<file path="src/cesd_pkg.sv">
// ----------------------------------------------------------------------------
// cesd_pkg
// Shared types and codes of the C escape sequence decoder.
// ----------------------------------------------------------------------------
package cesd_pkg;

	typedef enum logic [2:0] {
		EV_PLAIN  = 3'd0,
		EV_MORE   = 3'd1,
		EV_DONE   = 3'd2,
		EV_END    = 3'd3,
		EV_REPUSH = 3'd4
	} cesd_event_t;

	typedef struct packed {
		logic [31:0] value_acc;
		logic [3:0]  hex_left;
		logic [1:0]  oct_left;
		logic        in_hex_run;
		logic        after_slash;
	} cesd_state_t;

	localparam logic [7:0] CH_NUL   = 8'h00;
	localparam logic [7:0] CH_SLASH = 8'h5c;
	localparam logic [3:0] UCHERS_SHORT = 4'd4;
	localparam logic [3:0] UCHERS_LONG  = 4'd8;
	localparam logic [1:0] OCT_MORE     = 2'd2;

endpackage

</file>
<file path="src/cesd_decode.sv">
// ----------------------------------------------------------------------------
// cesd_decode
// Next-state and event logic for one source byte.
// ----------------------------------------------------------------------------
module cesd_decode (
	input  cesd_pkg::cesd_state_t cur,
	input  logic [7:0]            in_byte,
	output cesd_pkg::cesd_state_t nxt,
	output cesd_pkg::cesd_event_t ev
);

	function automatic logic is_hex(input logic [7:0] c);
		return (c >= 8'h30 && c <= 8'h39) || (c >= 8'h61 && c <= 8'h66) ||
			(c >= 8'h41 && c <= 8'h46);
	endfunction

	function automatic logic [3:0] hex_val(input logic [7:0] c);
		logic [3:0] v;
		v = 4'd0;
		if (c >= 8'h30 && c <= 8'h39) begin
			v = c[3:0];
		end else if ((c >= 8'h61 && c <= 8'h66) || (c >= 8'h41 && c <= 8'h46)) begin
			v = c[3:0] + 4'd9;
		end
		return v;
	endfunction

	// map through the symmetric pair table; unknown bytes map to themselves
	function automatic logic [7:0] pair_of(input logic [7:0] c);
		logic [7:0] p;
		unique case (c)
			8'h61: p = 8'h07;
			8'h07: p = 8'h61;
			8'h62: p = 8'h08;
			8'h08: p = 8'h62;
			8'h66: p = 8'h0c;
			8'h0c: p = 8'h66;
			8'h6e: p = 8'h0a;
			8'h0a: p = 8'h6e;
			8'h72: p = 8'h0d;
			8'h0d: p = 8'h72;
			8'h74: p = 8'h09;
			8'h09: p = 8'h74;
			8'h76: p = 8'h0b;
			8'h0b: p = 8'h76;
			default: p = c;
		endcase
		return p;
	endfunction

	logic [5:0]  hex_sh;
	logic [3:0]  oct_sh;
	logic [31:0] hex_pad;
	logic [31:0] oct_pad;

	assign hex_sh  = {cur.hex_left, 2'b00};
	assign oct_sh  = {1'b0, cur.oct_left, 1'b0} + {2'b00, cur.oct_left};
	assign hex_pad = hex_sh[5] ? 32'd0 : (cur.value_acc << hex_sh[4:0]);
	assign oct_pad = cur.value_acc << oct_sh;

	always_comb begin
		nxt = cur;
		ev  = cesd_pkg::EV_PLAIN;
		priority if (in_byte == cesd_pkg::CH_NUL) begin
			priority if (cur.hex_left != 4'd0) begin
				nxt.value_acc = hex_pad;
			end else if (cur.oct_left != 2'd0) begin
				nxt.value_acc = oct_pad;
			end else if (cur.in_hex_run) begin
				nxt.value_acc = cur.value_acc;
			end else if (cur.after_slash) begin
				nxt.value_acc = {24'd0, cesd_pkg::CH_SLASH};
			end else begin
				nxt.value_acc = 32'd0;
			end
			nxt.hex_left    = 4'd0;
			nxt.oct_left    = 2'd0;
			nxt.in_hex_run  = 1'b0;
			nxt.after_slash = 1'b0;
			ev = cesd_pkg::EV_END;
		end else if (cur.hex_left != 4'd0) begin
			nxt.value_acc = {cur.value_acc[27:0], hex_val(in_byte)};
			nxt.hex_left  = cur.hex_left - 4'd1;
			ev = (cur.hex_left == 4'd1) ? cesd_pkg::EV_DONE : cesd_pkg::EV_MORE;
		end else if (cur.oct_left != 2'd0) begin
			nxt.value_acc = {cur.value_acc[28:0], in_byte[2:0]};
			nxt.oct_left  = cur.oct_left - 2'd1;
			ev = (cur.oct_left == 2'd1) ? cesd_pkg::EV_DONE : cesd_pkg::EV_MORE;
		end else if (cur.in_hex_run) begin
			priority if (is_hex(in_byte)) begin
				nxt.value_acc = {cur.value_acc[27:0], hex_val(in_byte)};
				ev = cesd_pkg::EV_MORE;
			end else if (in_byte == cesd_pkg::CH_SLASH) begin
				nxt.in_hex_run  = 1'b0;
				nxt.after_slash = 1'b1;
				ev = cesd_pkg::EV_DONE;
			end else begin
				nxt.in_hex_run = 1'b0;
				ev = cesd_pkg::EV_REPUSH;
			end
		end else if (cur.after_slash) begin
			nxt.after_slash = 1'b0;
			priority if (in_byte == 8'h75) begin
				nxt.value_acc = 32'd0;
				nxt.hex_left  = cesd_pkg::UCHERS_SHORT;
				ev = cesd_pkg::EV_MORE;
			end else if (in_byte == 8'h55) begin
				nxt.value_acc = 32'd0;
				nxt.hex_left  = cesd_pkg::UCHERS_LONG;
				ev = cesd_pkg::EV_MORE;
			end else if (in_byte >= 8'h30 && in_byte <= 8'h39) begin
				nxt.value_acc = {29'd0, in_byte[2:0]};
				nxt.oct_left  = cesd_pkg::OCT_MORE;
				ev = cesd_pkg::EV_MORE;
			end else if (in_byte == 8'h78) begin
				nxt.value_acc  = 32'd0;
				nxt.in_hex_run = 1'b1;
				ev = cesd_pkg::EV_MORE;
			end else begin
				nxt.value_acc = {24'd0, pair_of(in_byte)};
				ev = cesd_pkg::EV_PLAIN;
			end
		end else if (in_byte == cesd_pkg::CH_SLASH) begin
			nxt.after_slash = 1'b1;
			ev = cesd_pkg::EV_MORE;
		end else begin
			nxt.value_acc = {24'd0, in_byte};
			ev = cesd_pkg::EV_PLAIN;
		end
	end

endmodule

</file>
<file path="src/c_escape_sequence_decoder_unit.sv">
// ----------------------------------------------------------------------------
// c_escape_sequence_decoder_unit
// Byte-stream C escape decoder with valid/ready channels.
// ----------------------------------------------------------------------------
// One byte is taken per clock unless the input stage is full behind a stalled
// result. Each byte gives one result (event, value): a byte register feeds the
// decode logic, whose result and new sequence state are registered together.
// The rate is one byte per cycle while out_ready is high, set by the loop from
// the sequence state registers through the decode logic back to themselves.
// A waiting result holds while one more byte enters the input stage.
module c_escape_sequence_decoder_unit (
	input  logic        clk,
	input  logic        arst_n,
	input  logic        in_valid,
	output logic        in_ready,
	input  logic [7:0]  in_byte,
	output logic        out_valid,
	input  logic        out_ready,
	output logic [2:0]  event_res,
	output logic [31:0] code_value
);

	logic                  valid_s1;
	logic [7:0]            byte_s1;
	logic                  valid_s2;
	cesd_pkg::cesd_event_t event_s2;
	logic [31:0]           value_s2;
	cesd_pkg::cesd_state_t state_q;
	cesd_pkg::cesd_state_t state_nxt;
	cesd_pkg::cesd_event_t ev_nxt;
	logic                  adv_s1;

	cesd_decode u_decode (
		.cur     (state_q),
		.in_byte (byte_s1),
		.nxt     (state_nxt),
		.ev      (ev_nxt)
	);

	assign adv_s1   = valid_s1 && (!valid_s2 || out_ready);
	assign in_ready = !valid_s1 || adv_s1;

	always_ff @(posedge clk or negedge arst_n) begin
		if (!arst_n) begin
			valid_s1 <= 1'b0;
			valid_s2 <= 1'b0;
			state_q  <= '0;
		end else begin
			if (in_ready) begin
				valid_s1 <= in_valid;
			end
			if (adv_s1) begin
				valid_s2 <= 1'b1;
				state_q  <= state_nxt;
			end else if (out_ready) begin
				valid_s2 <= 1'b0;
			end
		end
	end

	always_ff @(posedge clk) begin
		if (in_ready && in_valid) begin
			byte_s1 <= in_byte;
		end
		if (adv_s1) begin
			event_s2 <= ev_nxt;
			value_s2 <= state_nxt.value_acc;
		end
	end

	assign out_valid  = valid_s2;
	assign event_res  = event_s2;
	assign code_value = value_s2;

endmodule

</file>
<file path="config.mk">
export PLATFORM = sky130hd
export DESIGN_NAME = c_escape_sequence_decoder_unit
export DESIGN_NICKNAME = d
export VERILOG_FILES = /design/src/cesd_pkg.sv /design/src/cesd_decode.sv /design/src/c_escape_sequence_decoder_unit.sv
export SDC_FILE = /design/constraint.sdc
export NUM_CORES = 1
export LEC_CHECK = 0
export BUFFER_PORTS_ARGS = -buffer_cell sky130_fd_sc_hd__buf_2
export CORE_AREA = 2 2 118 132
export DETAILED_ROUTE_END_ITERATION = 10
export DIE_AREA = 0 0 120 134
export PLACE_DENSITY = 0.77
export SLEW_MARGIN = 40
export SYNTH_ARGS = -nofsm -noshare
export SYNTH_HDL_FRONTEND = slang
export SYNTH_SLANG_ARGS = --single-unit
</file>
<file path="constraint.sdc">
create_clock -name clk -period 3.36 [get_ports clk]
set_clock_uncertainty 0.05 [all_clocks]
set_input_delay 0.336 -clock clk [delete_from_list [all_inputs] [get_ports clk]]
set_output_delay 0.336 -clock clk [all_outputs]
set_load 0.02 [all_outputs]
</file>
==> flow_summary.ini <==
[finish]
drive_above_1_share_pct = 21.5
post-route-util_pct = 62.1
area_growth_syn_to_layout_pct = 10.8
diodes = 0
finalNetCount = 1011
instances_no_fill = 1189

[clock_network]
cts_buffers = 9
clock_sinks = 85
clkTransAtPathRegs_ps = 60
cts_tree = yes
htreeDepth = 3
cts-root-buf = clkbuf_16
cts_setup_buffers = 0
clockBufferDepth = 2
clk_latency_ps = 350

[timing]
slew_viol_final = 0
hold_viol = 0
tns_ps = 0
finalSetupViolations = 0
fin_crit_ps = 3240
slew_headroom_pct = 48.0
rsz0062_at_grt = no
worst_slew_pin_slew_ps = 760
max_freq_ghz = 0.309
post-route-period-util_pct = 96.3

[yosys]
synth.avg_cell_area_um2 = 8.45
yosysWarnings = 0
ys_seq_area_share_pct = 28.3
yosys_most_used_dff = edfxtp_1
mappedNetlistArea_mm2 = 0.00826
synth.distinct_cells = 80
synth.net_count = 1001
synthArstFlopShare_pct = 49.4
yosys_register_bits = 85
synthCells = 978
synth_edf_count = 43

[die]
design.die.area_mm2 = 0.0161
rows = 47
core_mm2 = 0.0148
die_h_um = 134
initial_core_util_pct = 56.0
dieWidth_um = 120
ioPinCount = 49

[routing]
wl_um = 32000
dr.pass1.iters = 6
dr_total_vias = 8727
drc = 0
avgViaCountPerCell = 7.34
ant_nets = 0
wire_per_inst_um = 26.9
dr.first_iter.drc_count = 1409

[place]
dpl.hpwl_um = 23000
port_buffers = 48
globalplace.congestion = 1.07
dp.cells = 1172

[hold_path]
hold_start = in_byte[6]
holdPathStages = 1
hold_end = byte_s1[6]$_DFFE_PP_
worstHoldPathType = in -> reg

[setup_path]
worst_setup_path_end_kind = flip-flop
critPathMaxFanout = 33
arrival_ps = 3280
r2r_slack_ps = 120
rr_startpoint = state_q[3]$_DFFE_PN0P_
rr_endpoint = code_value[24]$_DFFE_PP_
criticalPathCategory = reg -> reg
required_ps = 3400
crit_path_start_kind = flip-flop
r2r.worst_path.cells = 9

[status]
status = finished, final reports clean

[grt]
met1_usage_pct = 51.4
grt_pass1_wl_um = 49200
grt_pass1_vias = 8215
grt_max_degree = 52
gr-usage-met2_pct = 61.4
use_met3_pct = 9.06
globalRouteTotalUtil_pct = 40.1
grt_overflow_total = 0
grt_most_used_layer = met2
antenna_found_initial = 0

[power_and_ir_drop]
ir_drop_mv = 0.527
p_leak_nw = 3.44
p_total_mw = 7.63
power.density_mw_per_mm2 = 833

[run]
maxCapViolCount = 0
## per-layer routing
layer / wire length (um) / share of wire [%] / up-vias
met5: 0 / 0 / -
met4: 2130 / 6.7 / 0
met3: 3280 / 10 / 164
met2: 14500 / 45 / 647
met1: 12100 / 38 / 4168
li1: - / - / 3748
## where the power goes
part           switching, mW  internal, mW
Clock                  0.422         0.670
Combinational           2.67          1.77
Sequential             0.660          1.44
Total                   3.75          3.87
## worst max-delay path by stage
stage / from / slack (ps) / to / cells past startpoint
2_1_floorplan: state_q[2]$_DFFE_PN0P_ / 50 / state_q[32]$_DFFE_PN0P_ / 13
6_report: state_q[3]$_DFFE_PN0P_ / 120 / code_value[24]$_DFFE_PP_ / 9
3_3_place_gp: byte_s1[0]$_DFFE_PP_ / 80 / code_value[26]$_DFFE_PP_ / 10
5_1_grt: byte_s1[0]$_DFFE_PP_ / 20 / code_value[6]$_DFFE_PP_ / 9
3_5_place_dp: byte_s1[0]$_DFFE_PP_ / 90 / code_value[26]$_DFFE_PP_ / 10
4_1_cts: byte_s1[0]$_DFFE_PP_ / 50 / code_value[26]$_DFFE_PP_ / 10
## synthesized netlist by cell type (11+ instances only)
cell type,instances,area share (%)
nand2_1,116,5.3
clkbuf_1,78,3.5
nor2_1,65,3.0
a21oi_1,64,3.9
mux2i_1,62,7.5
o21ai_0,52,3.1
edfxtp_1,43,16
dfrtp_1,42,13
mux2_2,34,4.6
nand3_1,28,1.7
buf_2,22,1.3
mux4_2,22,6.0
nor3_1,20,1.2
o211ai_1,20,1.8
a31oi_1,19,1.4
nand2b_1,13,0.98
nand3b_1,13,1.2
nor2b_1,13,0.98
o31ai_1,13,1.2
inv_1,12,0.55
a211oi_1,11,1.0
ha_1,11,1.7
o22ai_1,11,0.83
## cell type report
class / count / area [um^2]
inverter: 13 / 48.8
clock buffer: 10 / 239
tap: 196 / 245
timing repair buffer: 111 / 768
fill: 1350 / 5600
clock inverter: 6 / 86.3
sequential: 85 / 2340
multi-input combinational: 768 / 5430
## critical path, cell delays in order, from the launching register on
cell and delay (ps):
dfrtp_1 430, inv_1 110, ha_1 330, buf_12 230, mux4_2 360, mux2i_1 310, o22ai_1 200, a2111oi_0 670
buf_4 230, a31oi_1 40
## cells by family (layout without fill, tap and decap cells)
| group | Yosys count | after routing | synth area share [%] |
|---|---|---|---|
| adders and majority gates | 11 | 11 | 1.67 |
| AOI/OAI and AO/OA | 309 | 309 | 25.9 |
| muxes | 118 | 118 | 18.1 |
| and+or+nand+nor | 330 | 330 | 19.6 |
| buffers and inverters | 125 | 140 | 6.33 |
| DFF | 85 | 85 | 28.3 |
## sequential cells by signal, indices dropped and copies added (netlist names)
register / flops
byte_s1: 8
code_value: 32
event_res: 3
out_valid: 1
state_q: 40
valid_s1: 1
## through the flow
| step | instance area (um^2) | hold WS, ps | setup slack, ps |
|---|---|---|---|
| final | 9160 | 102 | 123 |
| after global routing | 9160 | 93.8 | 17.8 |
| after CTS | 9130 | 101 | 53.4 |
| after detailed placement | 8790 | 337 | 89.1 |
| after global placement | 8790 | 414 | 83.7 |
| after floorplan | 8270 | -9.59 | 53.4 |
## cells in the final DEF, fill, tap and decap left out, types with 8 or more instances in the layout
master	instances
nor2b_1	13
mux2i_1	62
a31oi_1	19
buf_4	59
dfrtp_1	41
a211oi_1	10
a21o_1	8
ha_1	10
o22ai_1	11
clkbuf_16	9
nand2b_1	13
nand3_1	28
a21oi_1	64
o211ai_1	20
edfxtp_1	43
nor2_1	64
or3_1	9
a221oi_1	10
nand2_1	116
o21ai_0	51
mux4_2	22
inv_1	12
mux2_2	34
nand4_1	8
nand3b_1	13
nor3_1	19
o31ai_1	13
and2_1	9
buf_2	47
## repair_timing
item                                    in CTS  in global routing
gates resized for setup                      0                  9
endpoints found under the hold margin       42                  0
endpoints found under the setup margin       0                 44
hold buffers                                 1                  0
Power figures use the tool's default switching activity.
